**config.mk**
```make
export PLATFORM = sky130hd
export DESIGN_NAME = lpv_fifo
export DESIGN_NICKNAME = d
export VERILOG_FILES = /design/src/hw/rtl/lpv_fifo.sv
export VERILOG_INCLUDE_DIRS = /design/src /design/src/hw/rtl
export SDC_FILE = /design/constraint.sdc
export NUM_CORES = 1
export LEC_CHECK = 0
export BUFFER_PORTS_ARGS = -buffer_cell sky130_fd_sc_hd__buf_2
export CAP_MARGIN = 20
export CORE_MARGIN = 10
export CORE_UTILIZATION = 55
export CTS_CLUSTER_SIZE = 28
export DETAILED_ROUTE_END_ITERATION = 10
export PLACE_DENSITY = 0.8
export SLEW_MARGIN = 20
export SYNTH_ARGS = -nofsm -noshare
export SYNTH_HDL_FRONTEND = slang
export SYNTH_SLANG_ARGS = --single-unit
```
**constraint.sdc**
```tcl
create_clock -name clk -period 2.29 [get_ports clk]
set_input_delay 0.1145 -clock clk [delete_from_list [all_inputs] [get_ports clk]]
set_output_delay 0.1145 -clock clk [all_outputs]
set_load 0.02 [all_outputs]
```
**src/hw/rtl/lidar_polar_to_vehicle_xy_assert.svh**
```systemverilog
// assertion macros shared by lpv_fifo and lpv_back
`ifndef LIDAR_POLAR_TO_VEHICLE_XY_ASSERT_SVH
`define LIDAR_POLAR_TO_VEHICLE_XY_ASSERT_SVH
// property that must hold in the cycle after the trigger
`define LPV_ASSERT_NEXT(label, trig, prop) \
    label: assert property (@(posedge clk) disable iff (!rst_n) (trig) |=> (prop)) \
        else $error("assertion failed");
// property that must hold in the same cycle
`define LPV_ASSERT_NOW(label, trig, prop) \
    label: assert property (@(posedge clk) disable iff (!rst_n) (trig) |-> (prop)) \
        else $error("assertion failed");
`endif

```
**src/hw/rtl/lpv_fifo.sv**
```systemverilog
// ---------------------------------------------------------------------------
// lpv_fifo
// small register queue used between the front and back parts and at the output
// ---------------------------------------------------------------------------
`include "lidar_polar_to_vehicle_xy_assert.svh"
module lpv_fifo #(
    parameter int W = 8,
    parameter int DEPTH = 4
) (
    input  logic         clk,
    input  logic         rst_n,
    input  logic         push,
    input  logic [W-1:0] wdata,
    output logic         full,
    input  logic         pop,
    output logic [W-1:0] rdata,
    output logic         empty
);
    localparam int AW = (DEPTH > 1) ? $clog2(DEPTH) : 1;
    logic [W-1:0] mem_reg [DEPTH];
    logic [AW-1:0] wp_reg, rp_reg;
    logic [AW:0] cnt_reg;
    logic do_push, do_pop;

    assign full = (cnt_reg == (AW+1)'(DEPTH));
    assign empty = (cnt_reg == '0);
    assign do_push = push && !full;
    assign do_pop = pop && !empty;
    assign rdata = mem_reg[rp_reg];

    always_ff @(posedge clk) begin
        if (do_push) begin
            mem_reg[wp_reg] <= wdata;
        end
    end

    always_ff @(posedge clk or negedge rst_n) begin
        if (!rst_n) begin
            wp_reg <= '0;
            rp_reg <= '0;
            cnt_reg <= '0;
        end
        else begin
            if (do_push) begin
                wp_reg <= (wp_reg == AW'(DEPTH-1)) ? '0 : wp_reg + 1'b1;
            end
            if (do_pop) begin
                rp_reg <= (rp_reg == AW'(DEPTH-1)) ? '0 : rp_reg + 1'b1;
            end
            cnt_reg <= cnt_reg + (AW+1)'(do_push) - (AW+1)'(do_pop);
        end
    end

    `LPV_ASSERT_NOW(a_no_overflow, full, cnt_reg == (AW+1)'(DEPTH))
    `LPV_ASSERT_NEXT(a_push_counts, do_push && !do_pop, cnt_reg != '0)
    `LPV_ASSERT_NEXT(a_pop_drains, do_pop && !do_push && cnt_reg == 1, empty)
endmodule

```
Yosys cells after proc, flatten, opt, wreduce, memory -nomap -nowiden
Memories as Yosys holds them, arrays and structs flattened.
Cells that the tools add are included.

cells by class
  add/sub/neg operators = 4
  multipliers = 0
  divide/modulo/power cells = 0
  order comparisons = 0
  equality and inequality tests = 3
  shift operators = 0
  multiplexer cells = 4
  bitwise operators = 0
  reductions and logical operators = 5

operators with widths
  operator                                                        number
  2-bit by 1-bit adder with 2-bit output (second input constant)  2
  2-bit equality test (second input constant)                     2
  2-bit 2-to-1 mux                                                2
  3-bit by 1-bit adder with 3-bit output                          1
  3-bit equality test (second input constant)                     1
  3-bit zero test                                                 1
  3-bit by 1-bit subtractor with 3-bit output                     1
  1-bit logical AND                                               2
  1-bit zero test                                                 2
  1-bit 2-to-1 mux                                                2

word-level totals
  flip-flop bits (word level) = 7
  latch bits = 0
  bits in writable memories = 32
  bits in read-only memories = 0
  input port bits = 12
  output and inout port bits = 10
  logic and storage cells = 20
  memories kept = 1

memories
  memory   depth  width  read ports  clocked after Yosys merged registers in  wr ports  RTL line        text
  mem_reg  4      8      1           0                                        1         lpv_fifo.sv:20  logic [W-1:0] mem_reg [DEPTH];

Logic depth before layout (Yosys ltp)
  depth after elaboration = 5
  depth in mapped cells = 9

Worst setup path after synthesis
OpenSTA, ideal clock, no wires.

  path type = reg2reg
  from = register cnt_reg[1]
  to = register cnt_reg[2]
  library setup time = 0.123 ns
  data arrival time = 2.361 ns
  required time = 2.167 ns
  path slack = -0.194 ns
  stages on the path, launching flop included = 10
  path buffers = 0
  cell sequence = dfrtp_1 -> nor3_1 -> nand2b_4 -> inv_1 -> ha_1 -> inv_1 -> ha_1 -> fa_1 -> xnor2_1 -> xnor2_1

RTL lines
  element                                      RTL line        text
  start: declaration                           lpv_fifo.sv:22  logic [AW:0] cnt_reg;
  start signal: assignment                     lpv_fifo.sv:50  cnt_reg <= cnt_reg + (AW+1)'(do_push) - (AW+1)'(do_pop);
  3-bit zero test                              lpv_fifo.sv:26  assign empty = (cnt_reg == '0);
  named net empty                              lpv_fifo.sv:17  output logic empty
  1-bit zero test                              lpv_fifo.sv:28  assign do_pop = pop && !empty;
  1-bit logical AND                            lpv_fifo.sv:28
  named net do_pop                             lpv_fifo.sv:23  logic do_push, do_pop;
  3-bit by 1-bit subtractor with 3-bit output  lpv_fifo.sv:50

The timed path passes the listed nets, and every way through them passes these cells.
A chain may end at the register's enable or synchronous reset.

Final worst setup path
  from = register cnt_reg[1]
  to = register cnt_reg[2]

RTL lines
  element                                      RTL line
  3-bit zero test                              lpv_fifo.sv:26
  1-bit zero test                              lpv_fifo.sv:28
  1-bit logical AND                            lpv_fifo.sv:28
  named net do_pop                             lpv_fifo.sv:23
  3-bit by 1-bit subtractor with 3-bit output  lpv_fifo.sv:50

The timed path passes the listed nets, and every way through them passes these cells.

==> metrics.md <==
| Metric | Value |
|---|---|
| Gate Count Post-Synth | `81` |
| Clk slew on worst S/H paths | `0.11 ns` |
| Met2 Usage GRT | `0.158` |
| Die area | `5470 um^2` |
| RSZ-0062 raised after global routing | `false` |
| DRT Pass-1 Iters | `4` |
| Die Width | `74.0 um` |
| Placer Congestion | `0.732` |
| TNS Setup | `0 ns` |
| H-tree depth | `2` |
| Post-synth top flop | `edfxtp_1` |
| Layout cells sized above 1 | `0.381` |
| Met1 usage | `0.137` |
| Yosys cell types | `19` |
| Status | `finished clean` |
| Seq/Total Area, Yosys | `0.709` |
| Synth Cell Area | `1600 um^2` |
| Post-synth ARST share | `0.179` |
| CTS tree | `yes` |
| GR peak layer | `met2` |
| Static Leakage | `0.763 nW` |
| Core Area | `2780 um^2` |
| Number of buffers added on ports | `21` |
| Layout Skew | `0.00590 ns` |
| Drt via density | `5.40` |
| Final hold viol count | `0` |
| Net Count, Synth | `101` |
| Required @ worst endpoint | `2.53 ns` |
| Clock sink count | `39` |
| VDD IR max | `0.00110 V` |
| Grt ovf | `0` |
| Share of the synthesized area in the top cell type | `0.600` |
| Syn avg cell area | `19.8 um^2` |
| Most frequent cell after synthesis | `edfxtp_1` |
| Startpoint types | `register` |
| Synth top cells by count | `32 x edfxtp_1, 8 x mux4_2, 7 x dfrtp_1, 7 x ha_1, 7 x inv_1` |
| Met3 Use GR | `0.0293` |
| Worst reg2reg path startpoint | `cnt_reg[1]` |
| CP arrival | `2.42 ns` |
| Antenna viol nets, final | `0` |
| Max reg flops | `32` |
| # IOs | `22` |
| Hpwl dp | `1.81 mm` |
| R2R Setup Slk | `0.11 ns` |
| Largest cells by area after synthesis | `edfxtp_1 60%, mux4_2 11%, dfrtp_1 11%` |
| Fin. max-slew vios | `0` |
| Initial core utilization | `0.576` |
| HP Class | `in2reg` |
| Residual DRC count | `0` |
| Rows | `19` |
| Yosys warnings | `0` |
| Root Buffer | `clkbuf_4` |
| CTS Buffer Depth | `2` |
| DIE HEIGHT | `74.0 um` |
| Post-synthesis sequential element count | `39` |
| Via Count | `804` |
| WHS Path Cells | `3` |
| WS Path Type | `reg2reg` |
| Crit end category | `register` |
| Final non-filler cell total | `149` |
| Hold Path Sink | `wp_reg[1]` |
| Nets | `137` |
| Antenna violations before repair | `0` |
| Largest net degree at the start of global routing | `13` |
| RR Endpoint | `cnt_reg[2]` |
| Vias in the first global route | `854` |
| Crit share post-route | `0.954` |
| Relative slew slack | `0.606` |
| Inst Count DP | `132` |
| Hold_sp | `push` |
| Antenna cell count | `0` |
| Final WL | `2.65 mm` |
| Worst-margin pin slew | `0.591 ns` |
| DR WL/cell | `17.8 um` |
| DRT iter0 DRCs | `51` |
| Largest area contributor in the synthesized netlist | `edfxtp_1` |
| Fillers | `177` |
| Inserted Clock Buffers | `5` |
| Post-synth EDFFs | `32` |
| Skew-Pair Late Insertion Delay | `0.34 ns` |
| Worst Path Max Fanout | `3` |
| Setup violations, final | `0` |
| R2R depth | `9` |
| Maximum clock frequency | `458 MHz` |
| Max-cap violation count | `0` |
| Fin crit period | `2.18 ns` |
| Global-route wire length before repair | `4.33 mm` |
| PwrDens | `1290 nW/um^2` |
| Area added between synthesis and finish | `21.6%` |
| Gr usage total | `0.107` |
cells in the final DEF (no fill, tap or decap):
cell	synthesis	layout
nand2_1	1	1
fa_1	1	1
xnor2_1	2	1
mux2_4	1	1
o22ai_1	1	1
edfxtp_1	32	32
nand2b_4	1	1
ha_1	7	7
buf_2	1	21
and2_1	4	4
bufinv_16	0	2
xnor2_2	0	1
inv_1	7	7
dlygate4sd3_1	0	9
mux4_2	8	8
buf_4	0	1
clkbuf_1	1	1
mux2_2	2	2
clkbuf_4	0	5
nor3b_4	1	1
nor3_2	0	1
dfrtp_1	7	7
nor2b_2	1	1
nor2_1	2	2
worst max-delay path by stage:
stage	start	to	slack, ns
after floorplan	cnt_reg[1]	cnt_reg[2]	0.03
after global placement	cnt_reg[1]	cnt_reg[2]	0.27
after detailed placement	cnt_reg[1]	cnt_reg[2]	0.16
after CTS	cnt_reg[1]	cnt_reg[2]	0.13
after global routing	cnt_reg[1]	cnt_reg[2]	0.002
final	cnt_reg[1]	cnt_reg[2]	0.11
layer usage:
layer / up-vias / wire length (um)
met2: 21 / 1290
met5: - / 0
li1: 377 / -
met1: 401 / 1150
met4: 0 / 59
met3: 5 / 152
power by group:
part / internal (W) / switching [W] / total (W)
clock: 0.000341 / 0.000217 / 0.000557
sequential: 0.000958 / 0.000163 / 0.00112
combinational: 0.000425 / 0.000419 / 0.000844
total: 0.00172 / 0.000799 / 0.00252
metrics by stage:
step	hold WS, ns	power [W]	setup WS, ns	utilization	instance area [um^2]
6_report	0.0238	0.00252	0.106	0.701	1950
5_1_grt	0.0565	0.00268	0.00187	0.701	1950
4_1_cts	0.0134	0.00254	0.128	0.698	1940
3_5_place_dp	-0.0402	0.00197	0.160	0.629	1750
3_3_place_gp	-0.0458	0.00192	0.268	0.629	1750
2_1_floorplan	-0.181	0.00172	0.0303	-	1610
cell type report:
class	instances	area [um^2]	share of cell area
flip-flops and latches	39	1140	0.583
inverters	7	26.3	0.0135
repair buffers	31	203	0.104
clock buffers	6	41.3	0.0212
multi-input cells	33	444	0.228
clock inverters	2	60.1	0.0308
well taps	31	38.8	0.0199
cell families after synthesis:
logic type	synth area share
fa+ha+maj	0.0671
mux	0.136
buf+inv	0.0219
simple gates	0.0515
compound gates	0.00391
flops	0.709
xor+xnor	0.0109
critical path, stage by stage (launching register included):
cell and delay, ns:
dfrtp_1 0.45, nor3_2 0.24, nand2b_4 0.18, inv_1 0.04, ha_1 0.26, inv_1 0.04
ha_1 0.19, fa_1 0.41, xnor2_2 0.16, xnor2_1 0.12
what timing repair did:
item                       4_1_cts  5_1_grt
hold buffers                     9        0
setup endpoints to repair        0        1
hold endpoints to repair        39        0
resized for setup                0        1
buffers inserted                 0        0
No activity file was read; power rests on OpenSTA's default activity.
