--- src/hw/rtl/lidar_polar_to_vehicle_xy_assert.svh ---
// assertion macros shared by lpv_fifo and lpv_back
`ifndef LIDAR_POLAR_TO_VEHICLE_XY_ASSERT_SVH
`define LIDAR_POLAR_TO_VEHICLE_XY_ASSERT_SVH
// property that must hold in the cycle after the trigger
`define LPV_ASSERT_NEXT(label, trig, prop) \
    label: assert property (@(posedge clk) disable iff (!rst_n) (trig) |=> (prop)) \
        else $error("assertion failed");
// property that must hold in the same cycle
`define LPV_ASSERT_NOW(label, trig, prop) \
    label: assert property (@(posedge clk) disable iff (!rst_n) (trig) |-> (prop)) \
        else $error("assertion failed");
`endif

--- src/hw/rtl/lpv_pkg.sv ---
// ---------------------------------------------------------------------------
// lpv_pkg
// shared types and constants of the polar to vehicle-frame converter
// ---------------------------------------------------------------------------
package lpv_pkg;
    localparam int CordicSteps = 24;
    localparam int AngW = 33;
    localparam logic [31:0] PhaseK = 32'd683565276;
    localparam logic signed [31:0] HalfPiQ30 = 32'sd1686629713;
    localparam logic signed [33:0] CordicGain = 34'sd652032874;
    localparam logic [23:0] FarMm = 24'd10000000;

    typedef enum logic [1:0] {
        KIND_MEASURED = 2'd0,
        KIND_FAR      = 2'd1,
        KIND_CLOSE    = 2'd2
    } kind_t;

    typedef enum logic [2:0] {
        REG_START = 3'd0, REG_STEP = 3'd1, REG_VSTART = 3'd2, REG_VEND = 3'd3,
        REG_MINR = 3'd4, REG_MAXR = 3'd5, REG_MX = 3'd6, REG_MY = 3'd7
    } reg_idx_t;

    // front part output word
    typedef struct packed {
        logic signed [AngW-1:0] ang;
        logic [23:0]            r;
        kind_t                  kind;
        logic                   last;
    } fwd_t;

    function automatic logic signed [33:0] atan_q30(input int i);
        logic signed [33:0] t;
        case (i)
            0: t = 34'sd843314856;  1: t = 34'sd497837829;
            2: t = 34'sd263043836;  3: t = 34'sd133525158;
            4: t = 34'sd67021686;   5: t = 34'sd33543515;
            6: t = 34'sd16775850;   7: t = 34'sd8388437;
            8: t = 34'sd4194282;    9: t = 34'sd2097149;
            10: t = 34'sd1048575;   11: t = 34'sd524287;
            12: t = 34'sd262143;    13: t = 34'sd131071;
            14: t = 34'sd65535;     15: t = 34'sd32767;
            16: t = 34'sd16383;     17: t = 34'sd8191;
            18: t = 34'sd4095;      19: t = 34'sd2047;
            20: t = 34'sd1023;      21: t = 34'sd511;
            22: t = 34'sd255;       23: t = 34'sd127;
            default: t = '0;
        endcase
        return t;
    endfunction
endpackage

--- src/hw/rtl/lpv_front.sv ---
// ---------------------------------------------------------------------------
// lpv_front
// computes the beam angle and classifies each point, one per cycle unless out_ready stalls it
// ---------------------------------------------------------------------------
module lpv_front #(
    parameter int MAX_BEAMS = 4096
) (
    input  logic                clk,
    input  logic                rst_n,
    input  logic                in_valid,
    output logic                in_ready,
    input  logic [15:0]         distance_mm,
    input  logic [11:0]         beam_index,
    input  logic                last_in_scan,
    input  logic signed [19:0]  scan_start_angle,
    input  logic signed [15:0]  angle_step,
    input  logic signed [19:0]  view_start,
    input  logic signed [19:0]  view_end,
    input  logic [15:0]         min_range_mm,
    input  logic [15:0]         max_range_mm,
    output logic                out_valid,
    input  logic                out_ready,
    output lpv_pkg::fwd_t       out_word
);
    // stage 1: angle, stage 2: classify
    logic               s1_v_reg;
    logic signed [lpv_pkg::AngW-1:0] s1_ang_reg;
    logic [15:0]        s1_d_reg;
    logic               s1_big_reg, s1_last_reg;
    logic               s2_v_reg;
    lpv_pkg::fwd_t      s2_reg, s2_next;
    logic               adv2, adv1;
    logic               in_view;

    assign adv2 = !s2_v_reg || out_ready;
    assign adv1 = !s1_v_reg || adv2;
    assign in_ready = adv1;
    assign out_valid = s2_v_reg;
    assign out_word = s2_reg;

    always_comb begin
        in_view = !s1_big_reg
            && s1_ang_reg >= lpv_pkg::AngW'(view_start)
            && s1_ang_reg <= lpv_pkg::AngW'(view_end);
        s2_next.ang = s1_ang_reg;
        s2_next.last = s1_last_reg;
        s2_next.r = {8'd0, s1_d_reg};
        s2_next.kind = lpv_pkg::KIND_MEASURED;
        if (!in_view || s1_d_reg == '0) begin
            s2_next.r = lpv_pkg::FarMm;
            s2_next.kind = lpv_pkg::KIND_FAR;
        end
        else if (s1_d_reg < min_range_mm) begin
            s2_next.kind = lpv_pkg::KIND_CLOSE;
        end
        else if (s1_d_reg > max_range_mm) begin
            s2_next.r = lpv_pkg::FarMm;
            s2_next.kind = lpv_pkg::KIND_FAR;
        end
    end

    always_ff @(posedge clk) begin
        if (adv1 && in_valid) begin
            s1_ang_reg <= lpv_pkg::AngW'(scan_start_angle)
                + lpv_pkg::AngW'($signed({1'b0, beam_index})) * lpv_pkg::AngW'(angle_step);
            s1_d_reg <= distance_mm;
            s1_big_reg <= (32'(beam_index) >= 32'(MAX_BEAMS));
            s1_last_reg <= last_in_scan;
        end
        if (adv2 && s1_v_reg) begin
            s2_reg <= s2_next;
        end
    end

    always_ff @(posedge clk or negedge rst_n) begin
        if (!rst_n) begin
            s1_v_reg <= 1'b0;
            s2_v_reg <= 1'b0;
        end
        else begin
            if (adv1) begin
                s1_v_reg <= in_valid;
            end
            if (adv2) begin
                s2_v_reg <= s1_v_reg;
            end
        end
    end
endmodule

--- config.mk ---
export PLATFORM = sky130hd
export DESIGN_NAME = lpv_front
export DESIGN_NICKNAME = d
export VERILOG_FILES = /design/src/hw/rtl/lidar_polar_to_vehicle_xy_assert.svh /design/src/hw/rtl/lpv_pkg.sv /design/src/hw/rtl/lpv_front.sv
export SDC_FILE = /design/constraint.sdc
export NUM_CORES = 1
export LEC_CHECK = 0
export BUFFER_PORTS_ARGS = -buffer_cell sky130_fd_sc_hd__buf_2
export CAP_MARGIN = 30
export CORE_MARGIN = 1.5
export CORE_UTILIZATION = 40
export DETAILED_ROUTE_END_ITERATION = 16
export SYNTH_ARGS = -nofsm -noshare
export SYNTH_HDL_FRONTEND = slang
export SYNTH_SLANG_ARGS = --single-unit
--- constraint.sdc ---
create_clock -name clk -period 2.8 [get_ports clk]
set_input_delay 0.42 -clock clk [delete_from_list [all_inputs] [get_ports clk]]
set_output_delay 0.42 -clock clk [all_outputs]
set_load 0.005 [all_outputs]
## Word-level counts from Yosys, hierarchy flattened

Index checks and enable logic that the tools add are counted.

| storage, ports and cells | value |
|---|---|
| register bits | 112 |
| word-level logic and storage cells | 30 |
| output and inout port bits | 62 |
| input bits | 141 |

| operators by class | value |
|---|---|
| add/sub/neg operators | 1 |
| magnitude comparators | 4 |
| multiply operators | 1 |
| reduce and logical (&&, ||, !) cells | 11 |
| multiplexer cells | 3 |

Operators by type and width:

| kind | number |
|---|---|
| 33-bit by 20-bit greater-or-equal comparator with 1-bit output | 1 |
| 33-bit by 20-bit less-or-equal comparator with 1-bit output | 1 |
| 20-bit by 29-bit adder with 30-bit output | 1 |
| 13-bit by 16-bit multiplier with 29-bit output | 1 |
| 26-bit 2-to-1 mux | 1 |
| 24-bit 2-to-1 mux | 1 |
| 16-bit greater-than comparator | 1 |
| 16-bit zero test | 1 |
| 16-bit less-than comparator | 1 |
| 1-bit logical AND | 3 |
| 1-bit zero test | 3 |
| 1-bit logical OR | 3 |
| 2-bit 2-to-1 mux | 1 |
| 2-bit OR reduction | 1 |

## Logic depth before layout (Yosys ltp)

| depth | value |
|---|---|
| depth after elaboration | 5 |
| depth in mapped cells | 23 |
| gate-level depth less buffers | 22 |

## Worst setup path after synthesis

OpenSTA, ideal clock, no wires.

| timing path | value |
|---|---|
| kind | input-to-reg |
| from | input port angle_step[15] |
| to | register s1_ang_reg[28] in the netlist's numbering, data pin |
| data arrival time | 5.970 ns |
| path buffers | 1 |
| library setup time | 0.135 ns |
| path slack | -3.305 ns |
| required time | 2.665 ns |
| stages on the path | 20 |
| cell sequence | clkbuf_1 -> and2_1 -> fa_1 -> inv_1 -> fa_1 -> inv_1 -> fa_1 -> fa_1 -> fa_1 -> inv_1 -> fa_1 -> inv_1 -> ha_1 -> a21o_1 -> a21o_1 -> a21o_1 -> a21o_1 -> a31o_2 -> a2111o_1 -> nand3_1 |

| on the way | value |
|---|---|
| word-level cells in the longest chain between the ends | 2 |

Ends and longest elaborated chain:

| element | RTL line | source |
|---|---|---|
| start: declaration | lpv_front.sv:16 | `input logic signed [15:0] angle_step,` |
| 13-bit by 16-bit multiplier with 29-bit output | lpv_front.sv:65 | `+ lpv_pkg::AngW'($signed({1'b0, beam_index})) * lpv_pkg::AngW'(angle_step);` |
| 20-bit by 29-bit adder with 30-bit output | lpv_front.sv:65 |  |
| end signal: assignment | lpv_front.sv:64 | `s1_ang_reg <= lpv_pkg::AngW'(scan_start_angle)` |
| end: declaration | lpv_front.sv:27 | `logic signed [lpv_pkg::AngW-1:0] s1_ang_reg;` |

Every way passes these cells.
A chain may end at the register's enable or synchronous reset.

## Worst setup path in the final report

| timing path | value |
|---|---|
| from | input port beam_index[1] |
| to | register s1_ang_reg[26] in the netlist's numbering, data pin |

| on the way | value |
|---|---|
| word-level cells in the longest chain between the ends | 2 |

Ends and longest elaborated chain:

| element | RTL line | source |
|---|---|---|
| start: declaration | lpv_front.sv:13 | `input logic [11:0] beam_index,` |
| 13-bit by 16-bit multiplier with 29-bit output | lpv_front.sv:65 |  |
| 20-bit by 29-bit adder with 30-bit output | lpv_front.sv:65 |  |

Every way passes these cells.

==> impl_metrics.ini <==
[outcome]
outcome = complete, but fails checks
violations = setup timing

[critical_path]
critPathMaxFanout = 6
critPathRequiredTime_ns = 2.90
start_kind = input port
crit_top_cell = fa_1
path_delay_family = adder cells
path_cells = buf_8, and2_4, fa_1, inv_2, fa_1, inv_1, fa_1, fa_1, fa_1, fa_1, ha_4, a21oi_2, o21ai_2, or3_4, a221oi_4, o41ai_4, a41o_1, o41ai_2, xnor2_1
critPathKind = input port to flop
cp_num_buf_inv = 3
worstSetupEndpointType = flop
crit_start = beam_index[1]
cpPeakStageDelay_ns = 0.57
r2r_start = s1_ang_reg[10]$_DFFE_PP_
cp_slowest_cell = fa_1
arrival_ns = 5.73

[clocking]
clkLatencyLatePin_ns = 0.35
cts_made_buffers = 9
cts_sinks = 98
cts_tree = yes
clk_pin_slew_ns = 0.06
htreeDepth = 3
cts_root_buffer = clkbuf_16
cts_buffer_depth = 2

[route]
wl_mm = 32.1
remaining_drc_errors = 0
viasPerCell = 4.66
vias = 10000
antenna_left = 0
avgRoutedWirePerCell_microns = 14.9
drt_iter0_drc = 369
firstDrtPassIters = 4

[synthesis]
netlist_instances = 1340
synth_edf_count = 96
ys_ff_latch = 98
ys_types = 49
synth_async_sr_flop_share = 0.0204
avgSynthCellArea_sq_um = 10.1
synth_warnings = 0
yosysSeqAreaShare = 0.217
synth-main-ff-cell = edfxtp_1
synth_area_sq_mm = 0.0135

[finish]
area_delta_synth_final_pct = 29.0
fin_cells = 2150
finalNetCount = 2211
drive_gt1_frac = 0.320
n_antenna_cell = 0
largest_reg_flops = 49

[floorplan]
ios = 203
die_h_microns = 187
die_x_microns = 187
core_area_sq_mm = 0.0334
dieArea_sq_mm = 0.0349
initial_utilization = 0.405
std_cell_rows = 67

[min_path]
hp-class = input port to flop
hold_start = last_in_scan

[placement]
port_buffers = 197
place_congestion = 0.869
dp_cells = 2119
place_hpwl_mm = 28.3

[global_route]
antenna_found_initial = 0
overflow = 0
grt_max_degree = 50
grt_pass1_vias = 10700
grt_pass1_wl_mm = 53.2
grt_usage = 0.189

[timing]
setup_viol = 27
grt_setup_unrepaired = yes
period_needed_ns = 5.62
fin_crit_sh = 2.01
hold_viol = 0
slew_viol_final = 0
skew_ns = 0.00534
fmax_mhz = 178
fin_ws_ns = -2.82
slew_headroom = 0.549
max_slew.worst_pin.slew_ns = 0.676

[job]
drv_cap = 0
[metrics by stage]
stage,cell area (sq um),util,TNS [ns],setup slack [ns],hold WS [ns]
after CTS,17200,0.513,-58.81,-2.80,0.233
after global routing,17500,0.522,-63.72,-3.00,0.229
after floorplan,14200,-,-59.20,-2.98,0.124
final,17500,0.522,-58.33,-2.82,0.243
after global placement,16600,0.497,-72.96,-3.16,0.206
after detailed placement,16600,0.497,-74.58,-3.30,0.206
[layout make-up]
class | count | area [sq um]
Multi-Input combinational cell | 877 | 9880
Sequential cell | 98 | 2930
Tap cell | 448 | 561
Clock inverter | 5 | 46.3
Fill cell | 3034 | 16000
Clock buffer | 10 | 229
Inverter | 327 | 1230
Timing Repair Buffer | 385 | 2580
[routing by layer]
layer / track usage / wire [microns] / share of wire / vias to the layer above
met2: 0.333 / 15600 / 0.49 / 205
met5: 0 / 0 / 0 / -
met4: 0.0478 / 514 / 0.016 / 0
met3: 0.0201 / 1170 / 0.037 / 27
met1: 0.250 / 14800 / 0.46 / 4845
li1: - / - / - / 4937
[layout by cell type, fill, tap and decap left out, types with 14 or more instances in the layout]
cell type	n
nor2_1	16
a21oi_1	27
buf_2	181
ha_4	28
and2_4	34
inv_1	305
buf_4	175
ha_1	137
and2_1	70
buf_6	19
fa_1	198
nand4_1	18
a21oi_2	14
xnor2_1	27
a21o_1	47
nand2_1	111
edfxtp_1	96
inv_2	21
[worst paths after layout]
check                                              to  slack [ns]  depth (start not counted)
max                          s1_ang_reg[26]$_DFFE_PP_       -2.82                         19
min in group asynchronous        s1_v_reg$_DFFE_PN0N_        0.39                          2
max reg2reg                out_word[11]$_SDFFCE_PP0P_        0.08                         12
max in group asynchronous       out_valid$_DFFE_PN0P_        2.31                          2
min                             s1_last_reg$_DFFE_PP_        0.24                          1
min reg2reg                     out_word[0]$_DFFE_PP_        0.42                          0
[Yosys cell counts (all sizes together) (6+ instances only)]
cell	number	area [sq um]
and2	106	663
nand4	18	113
nand3	12	60.1
nor4	9	71.3
xnor2	28	245
a21o	48	362
buf	12	90.1
nor3	6	30.0
nor2	16	60.1
a211oi	12	90.1
fa	206	4120
inv	327	1230
o21bai	7	52.6
edfxtp	96	2880
o21ai	19	95.1
clkbuf	30	113
ha	166	2080
nand2b	9	56.3
a21oi	42	210
nand2	118	443
[what timing repair did]
action	CTS	global route
hold buffers	1	0
gates resized for setup	52	61
endpoints found under the setup margin	27	44
pin swaps	43	31
cloned	0	1
setup buffers	7	7
endpoints found under the hold margin	2	0
[logic make-up (layout without fill, tap and decap cells)]
logic type      Yosys count  count (layout)  synth area share
compound gates          155             155            0.0777
xor+xnor                 33              33            0.0214
fa+ha+maj               372             372             0.458
buf+inv                 369             727             0.106
flops                    98              98             0.217
other cells               1               5          0.000277
simple gates            312             312             0.120
[worst register-to-register path, stage by stage, from the launching register on]
cell and delay (ns):
edfxtp_1 0.45, ha_4 0.24, a21o_1 0.15, a21o_1 0.19, a211oi_2 0.22, o31ai_2 0.10, o31ai_1 0.23, buf_4 0.16
o2111a_2 0.22, nor4_4 0.05, buf_4 0.17, clkbuf_16 0.16, and2_1 0.15
Power is not shown: default switching activity piles up to over one toggle a cycle in this logic, so the estimate is an artifact.
